$ cat src/rtl/kpg_pkg.sv
// Package: shared types, constants and helper functions of the keyed PCG32 generator.
`default_nettype none
package kpg_pkg;

    localparam int unsigned CATEGORY_COUNT   = 10;
    localparam int unsigned NAMED_CATEGORIES = 10;

    localparam logic [31:0] FNV_BASIS = 32'd2166136261;
    localparam logic [31:0] FNV_MULT  = 32'd16777619;
    localparam logic [63:0] LCG_MULT  = 64'd6364136223846793005;
    localparam logic [31:0] TAG_MIX   = 32'h9e3779b9;

    typedef enum logic [1:0] {
        ACT_OPEN    = 2'd0,
        ACT_RAW     = 2'd1,
        ACT_BOUNDED = 2'd2,
        ACT_UNIT    = 2'd3
    } t_action;

    typedef enum logic [3:0] {
        ST_IDLE,
        ST_KEY_MUL,
        ST_SEED,
        ST_MUL_LL,
        ST_MUL_HL,
        ST_MUL_LH,
        ST_MUL_FIN,
        ST_FLOOR_DIV,
        ST_CHECK,
        ST_MOD_DIV,
        ST_DONE
    } t_state;

    // FNV-1a over an ASCII name, first character in the highest used byte.
    // Evaluated at elaboration only.
    function automatic logic [31:0] fnv1a(input logic [63:0] txt, input int unsigned len);
        logic [31:0] h;
        logic [63:0] p;
        h = FNV_BASIS;
        for (int unsigned i = 0; i < 8; i++) begin
            if (i < len) begin
                p = {32'd0, h ^ {24'd0, txt[8*(len-1-i) +: 8]}} * {32'd0, FNV_MULT};
                h = p[31:0];
            end
        end
        return h;
    endfunction

    localparam logic [31:0] CAT_HASH [16] = '{
        fnv1a("ai", 2),       fnv1a("money", 5),    fnv1a("unlocks", 7),
        fnv1a("tracks", 6),   fnv1a("pods", 4),     fnv1a("favorite", 8),
        fnv1a("mirror", 6),   fnv1a("laps", 4),     fnv1a("shop", 4),
        fnv1a("winnings", 8), 32'd0, 32'd0, 32'd0, 32'd0, 32'd0, 32'd0
    };

    function automatic logic cat_ok(input logic [3:0] c);
        return (32'(c) < CATEGORY_COUNT) && (32'(c) < NAMED_CATEGORIES);
    endfunction

    // XSH-RR output permutation of the previous LCG state.
    function automatic logic [31:0] xsh_rr(input logic [63:0] s);
        logic [63:0] x;
        logic [31:0] mixed;
        logic [63:0] dbl;
        logic [63:0] rot;
        x     = (s >> 18) ^ s;
        mixed = x[58:27];
        dbl   = {mixed, mixed};
        rot   = dbl >> s[63:59];
        return rot[31:0];
    endfunction

endpackage
`default_nettype wire

$ cat src/rtl/kpg_if.sv
// Interfaces: request, result and configuration channels of the keyed PCG32 generator.
`default_nettype none
interface kpg_in_if;
    logic        valid;
    logic        ready;
    logic [1:0]  action;
    logic [3:0]  category;
    logic [31:0] stream_key;
    logic [31:0] bound;

    modport source (output valid, action, category, stream_key, bound, input ready);
    modport sink   (input valid, action, category, stream_key, bound, output ready);
endinterface

interface kpg_out_if;
    logic        valid;
    logic        ready;
    logic [31:0] value;
    logic        stream_valid;

    modport source (output valid, value, stream_valid, input ready);
    modport sink   (input valid, value, stream_valid, output ready);
endinterface

interface kpg_cfg_if;
    logic        valid;
    logic        ready;
    logic [31:0] data;

    modport source (output valid, data, input ready);
    modport sink   (input valid, data, output ready);
endinterface
`default_nettype wire

$ cat src/rtl/keyed_pcg32_stream_generator_top.sv
// Top level: keyed PCG32 (XSH-RR) stream generator with a shared multiplier and a serial divider.
//
// Usage
//  - i_in: one request transaction = action, category, stream_key, bound.
//    Actions: open stream, raw draw, bounded draw, unit fraction (0.24) draw.
//  - o_out: exactly one result transaction per request: value, stream_valid.
//  - i_cfg: writes profile_seed; always ready, write only while idle.
//  - Path from request to result (sequencer states in order):
//      raw / unit draw: LCG step, ST_DONE; open: ST_KEY_MUL, ST_SEED, LCG step, ST_DONE;
//      open with bad category, or bounded with zero bound or zero stream: ST_DONE;
//      bounded draw: ST_FLOOR_DIV, then LCG step and ST_CHECK per candidate, ST_MOD_DIV, ST_DONE.
//    The LCG step (ST_MUL_LL .. ST_MUL_FIN) is the 64x64 multiply done as three
//    32x32 partial products on one registered multiplier; the 1-bit-per-cycle
//    remainder unit is used twice per bounded draw (rejection floor, then final modulo).
//  - One request at a time: i_in.ready is high only while the sequencer idles,
//    so a new request is taken only once the previous one has left ST_DONE.
//    A finished result sits in the output register; the next request is taken
//    while it waits, and that one's result holds in ST_DONE until the slot frees.
//  - Reset (i_rst_n low, synchronous): profile_seed, LCG state and increment
//    clear to zero, no result pending.
`default_nettype none
module keyed_pcg32_stream_generator_top
    import kpg_pkg::*;
(
    input  wire        i_clk,
    input  wire        i_rst_n,
    kpg_in_if.sink     i_in,
    kpg_out_if.source  o_out,
    kpg_cfg_if.sink    i_cfg
);

    // Sequencer
    t_state      r_state, n_state;

    // Architectural state
    logic [31:0] r_seed;
    logic [63:0] r_lcg_state, n_lcg_state;
    logic [63:0] r_lcg_inc, n_lcg_inc;

    // Captured request
    t_action     r_action, n_action;
    logic [3:0]  r_cat, n_cat;
    logic [31:0] r_key, n_key;
    logic [31:0] r_bound, n_bound;

    // Shared multiplier and LCG accumulator
    logic [31:0] w_mul_x, w_mul_y;
    logic [63:0] r_prod;
    logic [63:0] r_acc, n_acc;

    // Draw, rejection floor and result
    logic [31:0] r_draw, n_draw;
    logic [31:0] r_floor, n_floor;
    logic [31:0] r_res, n_res;
    logic        r_res_sv, n_res_sv;

    // Serial remainder unit
    logic [31:0] r_dvd, n_dvd;
    logic [31:0] r_rem, n_rem;
    logic [4:0]  r_cnt, n_cnt;
    logic [32:0] w_div_t, w_div_diff;
    logic        w_div_ge;
    logic [31:0] w_div_rem;
    logic        w_div_last;

    // Output register
    logic        r_out_valid, n_out_valid;
    logic [31:0] r_out_value, n_out_value;
    logic        r_out_sv, n_out_sv;

    logic        w_in_fire;
    logic        w_out_free;
    logic        w_bnd_skip;
    logic [31:0] w_tag;

    assign i_in.ready         = (r_state == ST_IDLE);
    assign i_cfg.ready        = 1'b1;
    assign o_out.valid        = r_out_valid;
    assign o_out.value        = r_out_value;
    assign o_out.stream_valid = r_out_sv;

    assign w_in_fire  = i_in.valid && i_in.ready;
    assign w_out_free = !r_out_valid || o_out.ready;
    // zero bound or even increment (zero stream): answer 0 without stepping
    assign w_bnd_skip = (i_in.bound == 32'd0) || !r_lcg_inc[0];
    assign w_tag      = CAT_HASH[r_cat] ^ r_prod[31:0];

    // restoring remainder step, one dividend bit per cycle
    assign w_div_t    = {r_rem, r_dvd[31]};
    assign w_div_diff = w_div_t - {1'b0, r_bound};
    assign w_div_ge   = (w_div_t >= {1'b0, r_bound});
    assign w_div_rem  = w_div_ge ? w_div_diff[31:0] : w_div_t[31:0];
    assign w_div_last = (r_cnt == '1);

    // Multiplier operand select: key mix, then low*low, high*low, low*high.
    always_comb begin
        unique case (r_state)
            ST_KEY_MUL: begin
                w_mul_x = r_key;
                w_mul_y = TAG_MIX;
            end
            ST_MUL_LL: begin
                w_mul_x = r_lcg_state[31:0];
                w_mul_y = LCG_MULT[31:0];
            end
            ST_MUL_HL: begin
                w_mul_x = r_lcg_state[63:32];
                w_mul_y = LCG_MULT[31:0];
            end
            ST_MUL_LH: begin
                w_mul_x = r_lcg_state[31:0];
                w_mul_y = LCG_MULT[63:32];
            end
            default: begin
                w_mul_x = 32'd0;
                w_mul_y = 32'd0;
            end
        endcase
    end

    // Next-state logic
    always_comb begin
        n_state = r_state;
        unique case (r_state)
            ST_IDLE: begin
                if (w_in_fire) begin
                    unique case (t_action'(i_in.action))
                        ACT_OPEN:    n_state = cat_ok(i_in.category) ? ST_KEY_MUL : ST_DONE;
                        ACT_RAW:     n_state = ST_MUL_LL;
                        ACT_UNIT:    n_state = ST_MUL_LL;
                        ACT_BOUNDED: n_state = w_bnd_skip ? ST_DONE : ST_FLOOR_DIV;
                    endcase
                end
            end
            ST_KEY_MUL:   n_state = ST_SEED;
            ST_SEED:      n_state = ST_MUL_LL;
            ST_MUL_LL:    n_state = ST_MUL_HL;
            ST_MUL_HL:    n_state = ST_MUL_LH;
            ST_MUL_LH:    n_state = ST_MUL_FIN;
            ST_MUL_FIN:   n_state = (r_action == ACT_BOUNDED) ? ST_CHECK : ST_DONE;
            ST_FLOOR_DIV: if (w_div_last) n_state = ST_MUL_LL;
            ST_CHECK:     n_state = (r_draw >= r_floor) ? ST_MOD_DIV : ST_MUL_LL;
            ST_MOD_DIV:   if (w_div_last) n_state = ST_DONE;
            ST_DONE:      if (w_out_free) n_state = ST_IDLE;
            default:      n_state = ST_IDLE;
        endcase
    end

    // Datapath and output logic
    always_comb begin
        n_lcg_state = r_lcg_state;
        n_lcg_inc   = r_lcg_inc;
        n_action    = r_action;
        n_cat       = r_cat;
        n_key       = r_key;
        n_bound     = r_bound;
        n_acc       = r_acc;
        n_draw      = r_draw;
        n_floor     = r_floor;
        n_res       = r_res;
        n_res_sv    = r_res_sv;
        n_dvd       = r_dvd;
        n_rem       = r_rem;
        n_cnt       = r_cnt;
        n_out_valid = r_out_valid && !o_out.ready;
        n_out_value = r_out_value;
        n_out_sv    = r_out_sv;

        unique case (r_state)
            ST_IDLE: begin
                if (w_in_fire) begin
                    n_action = t_action'(i_in.action);
                    n_cat    = i_in.category;
                    n_key    = i_in.stream_key;
                    n_bound  = i_in.bound;
                    n_res    = 32'd0;
                    n_res_sv = 1'b0;
                    n_cnt    = '0;
                    n_rem    = 32'd0;
                    n_dvd    = 32'd0 - i_in.bound;
                    n_draw   = xsh_rr(r_lcg_state);
                    if (t_action'(i_in.action) == ACT_OPEN && !cat_ok(i_in.category)) begin
                        n_lcg_state = 64'd0;
                        n_lcg_inc   = 64'd0;
                    end
                end
            end
            ST_SEED: begin
                // inc = (tag:seed) << 1 | 1; first step leaves state = inc, then += start
                n_lcg_inc   = {w_tag[30:0], r_seed, 1'b1};
                n_lcg_state = {r_seed, w_tag} + {w_tag[30:0], r_seed, 1'b1};
                n_res_sv    = 1'b1;
            end
            ST_MUL_HL: n_acc = r_prod + r_lcg_inc;
            ST_MUL_LH: n_acc = {r_acc[63:32] + r_prod[31:0], r_acc[31:0]};
            ST_MUL_FIN: begin
                n_lcg_state = {r_acc[63:32] + r_prod[31:0], r_acc[31:0]};
                if (r_action == ACT_RAW) begin
                    n_res = r_draw;
                end else if (r_action == ACT_UNIT) begin
                    n_res = {8'd0, r_draw[31:8]};
                end
            end
            ST_FLOOR_DIV: begin
                n_rem = w_div_rem;
                n_dvd = {r_dvd[30:0], 1'b0};
                n_cnt = r_cnt + 5'd1;
                if (w_div_last) begin
                    n_floor = w_div_rem;
                    n_draw  = xsh_rr(r_lcg_state);
                end
            end
            ST_CHECK: begin
                if (r_draw >= r_floor) begin
                    n_dvd = r_draw;
                    n_rem = 32'd0;
                    n_cnt = '0;
                end else begin
                    n_draw = xsh_rr(r_lcg_state);
                end
            end
            ST_MOD_DIV: begin
                n_rem = w_div_rem;
                n_dvd = {r_dvd[30:0], 1'b0};
                n_cnt = r_cnt + 5'd1;
                if (w_div_last) begin
                    n_res = w_div_rem;
                end
            end
            ST_DONE: begin
                if (w_out_free) begin
                    n_out_valid = 1'b1;
                    n_out_value = r_res;
                    n_out_sv    = r_res_sv;
                end
            end
            default: ;
        endcase
    end

    // Control and architectural state
    always_ff @(posedge i_clk) begin
        if (!i_rst_n) begin
            r_state     <= ST_IDLE;
            r_seed      <= 32'd0;
            r_lcg_state <= 64'd0;
            r_lcg_inc   <= 64'd0;
            r_out_valid <= 1'b0;
            r_cnt       <= '0;
        end else begin
            r_state     <= n_state;
            r_lcg_state <= n_lcg_state;
            r_lcg_inc   <= n_lcg_inc;
            r_out_valid <= n_out_valid;
            r_cnt       <= n_cnt;
            if (i_cfg.valid && i_cfg.ready) begin
                r_seed <= i_cfg.data;
            end
        end
    end

    // Payload registers
    always_ff @(posedge i_clk) begin
        r_prod      <= {32'd0, w_mul_x} * {32'd0, w_mul_y};
        r_acc       <= n_acc;
        r_action    <= n_action;
        r_cat       <= n_cat;
        r_key       <= n_key;
        r_bound     <= n_bound;
        r_draw      <= n_draw;
        r_floor     <= n_floor;
        r_res       <= n_res;
        r_res_sv    <= n_res_sv;
        r_dvd       <= n_dvd;
        r_rem       <= n_rem;
        r_out_value <= n_out_value;
        r_out_sv    <= n_out_sv;
    end

    // Assertions
    a_out_from_done: assert property (@(posedge i_clk) disable iff (!i_rst_n)
        $rose(r_out_valid) |-> $past(r_state == ST_DONE))
        else $error("result appeared outside ST_DONE");

    a_div_nonzero: assert property (@(posedge i_clk) disable iff (!i_rst_n)
        (r_state == ST_FLOOR_DIV || r_state == ST_MOD_DIV) |-> (r_bound != 32'd0))
        else $error("remainder unit running with zero divisor");

    a_bounded_range: assert property (@(posedge i_clk) disable iff (!i_rst_n)
        (r_state == ST_MOD_DIV && w_div_last) |=> (r_res < r_bound))
        else $error("bounded draw result not below bound");

    a_open_zero: assert property (@(posedge i_clk) disable iff (!i_rst_n)
        (r_out_valid && r_out_sv) |-> (r_out_value == 32'd0))
        else $error("open result carries nonzero value");

endmodule
`default_nettype wire
$ cat src/flat_wrapper.sv
// flat-port wrapper written by rule: the top's interface ports become plain ports
module keyed_pcg32_stream_generator_top_flat import kpg_pkg::*;
  (i_clk, i_rst_n, i_in_valid, i_in_action, i_in_category, i_in_stream_key, i_in_bound, i_in_ready, o_out_valid, o_out_value, o_out_stream_valid, o_out_ready, i_cfg_valid, i_cfg_data, i_cfg_ready);
  kpg_in_if i_in_i ();
  kpg_out_if o_out_i ();
  kpg_cfg_if i_cfg_i ();
  input  wire i_clk;
  input  wire i_rst_n;
  input wire logic [$bits(i_in_i.valid)-1:0] i_in_valid;
  input wire logic [$bits(i_in_i.action)-1:0] i_in_action;
  input wire logic [$bits(i_in_i.category)-1:0] i_in_category;
  input wire logic [$bits(i_in_i.stream_key)-1:0] i_in_stream_key;
  input wire logic [$bits(i_in_i.bound)-1:0] i_in_bound;
  output wire logic [$bits(i_in_i.ready)-1:0] i_in_ready;
  output wire logic [$bits(o_out_i.valid)-1:0] o_out_valid;
  output wire logic [$bits(o_out_i.value)-1:0] o_out_value;
  output wire logic [$bits(o_out_i.stream_valid)-1:0] o_out_stream_valid;
  input wire logic [$bits(o_out_i.ready)-1:0] o_out_ready;
  input wire logic [$bits(i_cfg_i.valid)-1:0] i_cfg_valid;
  input wire logic [$bits(i_cfg_i.data)-1:0] i_cfg_data;
  output wire logic [$bits(i_cfg_i.ready)-1:0] i_cfg_ready;
  assign i_in_i.valid = i_in_valid;
  assign i_in_i.action = i_in_action;
  assign i_in_i.category = i_in_category;
  assign i_in_i.stream_key = i_in_stream_key;
  assign i_in_i.bound = i_in_bound;
  assign i_in_ready = i_in_i.ready;
  assign o_out_valid = o_out_i.valid;
  assign o_out_value = o_out_i.value;
  assign o_out_stream_valid = o_out_i.stream_valid;
  assign o_out_i.ready = o_out_ready;
  assign i_cfg_i.valid = i_cfg_valid;
  assign i_cfg_i.data = i_cfg_data;
  assign i_cfg_ready = i_cfg_i.ready;
  keyed_pcg32_stream_generator_top u_core (.i_clk(i_clk), .i_rst_n(i_rst_n), .i_in(i_in_i), .o_out(o_out_i), .i_cfg(i_cfg_i));
endmodule
$ cat config.mk
export PLATFORM = sky130hd
export DESIGN_NAME = keyed_pcg32_stream_generator_top_flat
export DESIGN_NICKNAME = d
export VERILOG_FILES = /design/src/rtl/kpg_pkg.sv /design/src/rtl/kpg_if.sv /design/src/rtl/keyed_pcg32_stream_generator_top.sv /design/src/flat_wrapper.sv
export SDC_FILE = /design/constraint.sdc
export NUM_CORES = 2
export LEC_CHECK = 0
export BUFFER_PORTS_ARGS = -buffer_cell sky130_fd_sc_hd__buf_2
export CELL_PAD_IN_SITES_DETAIL_PLACEMENT = 1
export CELL_PAD_IN_SITES_GLOBAL_PLACEMENT = 2
export CORE_MARGIN = 2
export CORE_UTILIZATION = 40
export CTS_CLUSTER_DIAMETER = 60
export DETAILED_ROUTE_END_ITERATION = 8
export HOLD_SLACK_MARGIN = 0.03
export PLACE_DENSITY = 0.8
export SLEW_MARGIN = 40
export SYNTH_ARGS = -nofsm -noshare
export SYNTH_HDL_FRONTEND = slang
export SYNTH_SLANG_ARGS = --single-unit
export TNS_END_PERCENT = 100
$ cat constraint.sdc
create_clock -name i_clk -period 15 [get_ports i_clk]
set_input_delay 0 -clock i_clk [delete_from_list [all_inputs] [get_ports i_clk]]
set_output_delay 0 -clock i_clk [all_outputs]
set_load 0.02 [all_outputs]
==> flow_metrics.tcl <==
set metrics [dict create \
    port_buffers 141 \
    vias_per_cell 5.61 \
    grt_overflow_total 0 \
    yosys.area.top_type "fa_1" \
    min_period_over_period 0.815 \
    initial_core_util 0.402 \
    setup_viol 0 \
    htree_levels 3 \
    final_max_slew_viol_count 0 \
    status "finished, final reports clean" \
    stdcell_count 8893 \
    synth_seq_cells 562 \
    slew_headroom 0.374 \
    core-area_um2 154000 \
    clk_pin_slew_ns 0.06 \
    crit_path_end_kind "flip-flop" \
    dp.cells 8552 \
    postSynthAreaPerCell_um2 9.47 \
    grt_first_pass_wirelength_mm 357 \
    grtUsageTotal 0.309 \
    dp_slack_ns 2.88 \
    route.met3.wl_mm 13.1 \
    drc 0 \
    dr.first_iter.drc_count 3709 \
    grt_pass1_vias 52900 \
    wl_per_cell_um 27.5 \
    yosys_warnings 0 \
    cp_slowest_cell "dfxtp_1" \
    skew_ns 0.0466 \
    arrival_ns 12.82 \
    syn_inst 6523 \
    drive_above_1_share 0.0656 \
    synth.net_count 8002 \
    grt_antenna_before_repair 11 \
    ant_nets 0 \
    tightestPinTransition_ns 0.936 \
    wl_met2_mm 115 \
    post-route-util 0.454 \
    crit_type "flip-flop to flip-flop" \
    gp_congestion 0.990 \
    dp_hpwl_mm 201 \
    cts.path.max_buffers 3 \
    synth-edff-count 328 \
    rsz0062_at_grt "false" \
    cpPeakStageDelay_ns 0.70 \
    fmax_ghz 0.0818 \
    cp_data_required_time_ns 15.60 \
    final_nets 8258 \
    ys_async_sr_fraction 0 \
    numCtsBuffers 82 \
    cts.repair.resized 0 \
    layout_common_cells "inv_1 (1,128), fa_1 (708), ha_1 (664), nand2_1 (423), a21oi_1 (389)" \
    syn2layout_area_growth_pct 12.8 \
    path_max_fanout 25 \
    synthTopCellsByArea "fa_1 (23%), edfxtp_1 (16%), ha_1 (13%)" \
    highest_layer "met5" \
    numClockSinks 562 \
    setup_ws_ns 2.78 \
    cts_tree "done" \
    insertion_delay_ns 0.72 \
    finalSetupTns_ns 0 \
    grt_start_max_net_pins 74 \
    vias 49900 \
    num_io_pins 143 \
    dieArea_um2 158000 \
    die_x_um 397 \
    cp_common_cell "fa_1" \
    wl_mm 244 \
    start_kind "flip-flop" \
    synthFlopType "edfxtp_1" \
    finalCriticalPeriod_ns 12.22 \
    rows 144 \
    route.layer.met1.wl_mm 102 \
    ys_types 89 \
    synth_top_area_frac 0.229 \
    die_h_um 397 \
    hp-class "input port to flip-flop" \
    final-hold-violation-count 0 \
    seq_area_frac_synth 0.235 \
    cts_root_buf "clkbuf_16" \
    first_pass_iters 5 \
    netlist_area_um2 61800 \
    final_common_cell "inv_1" \
    drv_cap 0 \
    fill_cells 17500 \
]
-- what timing repair did --
action,in CTS,in global routing
hold buffers,185,0
buffers inserted,0,0
hold endpoints to repair,171,0
-- worst paths after layout --
path	startpoint	to	slack [ns]	cells after the start
max	u_core.r_state[3]$_SDFFE_PN0P_	u_core.r_prod[61]$_DFF_P_	2.78	34
min	i_in_category[3]	u_core.r_cat[3]$_DFFE_PP_	0.06	2
max reg2reg	u_core.r_state[3]$_SDFFE_PN0P_	u_core.r_prod[61]$_DFF_P_	2.78	34
min reg2reg	u_core.r_res[10]$_DFFE_PP_	u_core.o_out.value[10]$_DFFE_PP_	0.41	0
-- layer usage --
layer | global-route usage | up-vias
li1 | - | 22400
met1 | 0.398 | 25500
met2 | 0.509 | 1566
met3 | 0.0404 | 493
met4 | 0.156 | 8
met5 | 0 | -
-- critical path, delay by kind of cell (launching register included) --
kind	cells	cell delay [ns]
adder cells (fa/ha/maj)	9	4.22
XOR/XNOR	1	0.15
buffers and inverters	9	2.26
flip-flops	1	0.70
AND/OR/NAND/NOR	8	2.50
AO/OA/AOI/OAI	7	2.24
-- per-stage QoR --
stage               hold slack, ns  cell area, um^2
finish                      0.0632            69700
global route                0.0474            69700
CTS                         0.0325            69700
detailed placement           0.179            64900
global placement             0.177            64800
floorplan                   0.0989            61800
-- registers in the layout (all words and copies together) (netlist names) --
| signal | count |
|---|---|
| u_core.r_acc | 64 |
| u_core.r_lcg_inc | 64 |
| u_core.r_lcg_state | 64 |
| u_core.r_prod | 64 |
| u_core.o_out.value | 32 |
| u_core.r_bound | 32 |
| u_core.r_draw | 32 |
| u_core.r_dvd | 32 |
| u_core.r_floor | 32 |
| u_core.r_key | 32 |
| u_core.r_rem | 32 |
| u_core.r_res | 32 |
| u_core.r_seed | 32 |
| u_core.r_cnt | 5 |
| u_core.r_cat | 4 |
| u_core.r_state | 4 |
| u_core.r_action | 2 |
| u_core.o_out.stream_valid | 1 |
| u_core.o_out.valid | 1 |
| u_core.r_res_sv | 1 |
-- kinds of logic after synthesis --
logic type                 synth area share
and+or+nand+nor                      0.0995
xor gates and xnor gates             0.0486
muxes                                0.0276
adders and majority gates             0.364
buffers and inverters                0.0832
other                             0.0000607
AOI/OAI and AO/OA                     0.142
DFF                                   0.235
-- Yosys cell counts, drive strengths merged, types with 33 or more instances --
cell,instances
o21bai,50
o22ai,41
nand2,425
mux2i,147
nor2,394
a31oi,44
o21ai,339
inv,1139
and3,36
a21o,156
a22oi,122
dfxtp,234
clkbuf,192
nand3,70
edfxtp,328
xor2,135
nor3,58
and2,33
a21oi,392
nor2b,143
nand4,50
fa,708
o21a,34
ha,664
xnor2,208
-- final cells by class --
type / instances / area [um^2] / area share
Sequential cell: 562 / 14500 / 0.208
Clock inverter: 54 / 672 / 0.00964
Timing Repair Buffer: 396 / 3130 / 0.0448
Tap cell: 2044 / 2560 / 0.0367
Multi-Input combinational cell: 4594 / 42300 / 0.607
Inverter: 1143 / 4290 / 0.0616
Antenna cell: 1 / 2.50 / 0.0000359
Clock buffer: 99 / 2200 / 0.0315
Power is left out: the tool's default activity adds up to more than one toggle a clock period on the data nets, which glitch-free logic cannot reach.
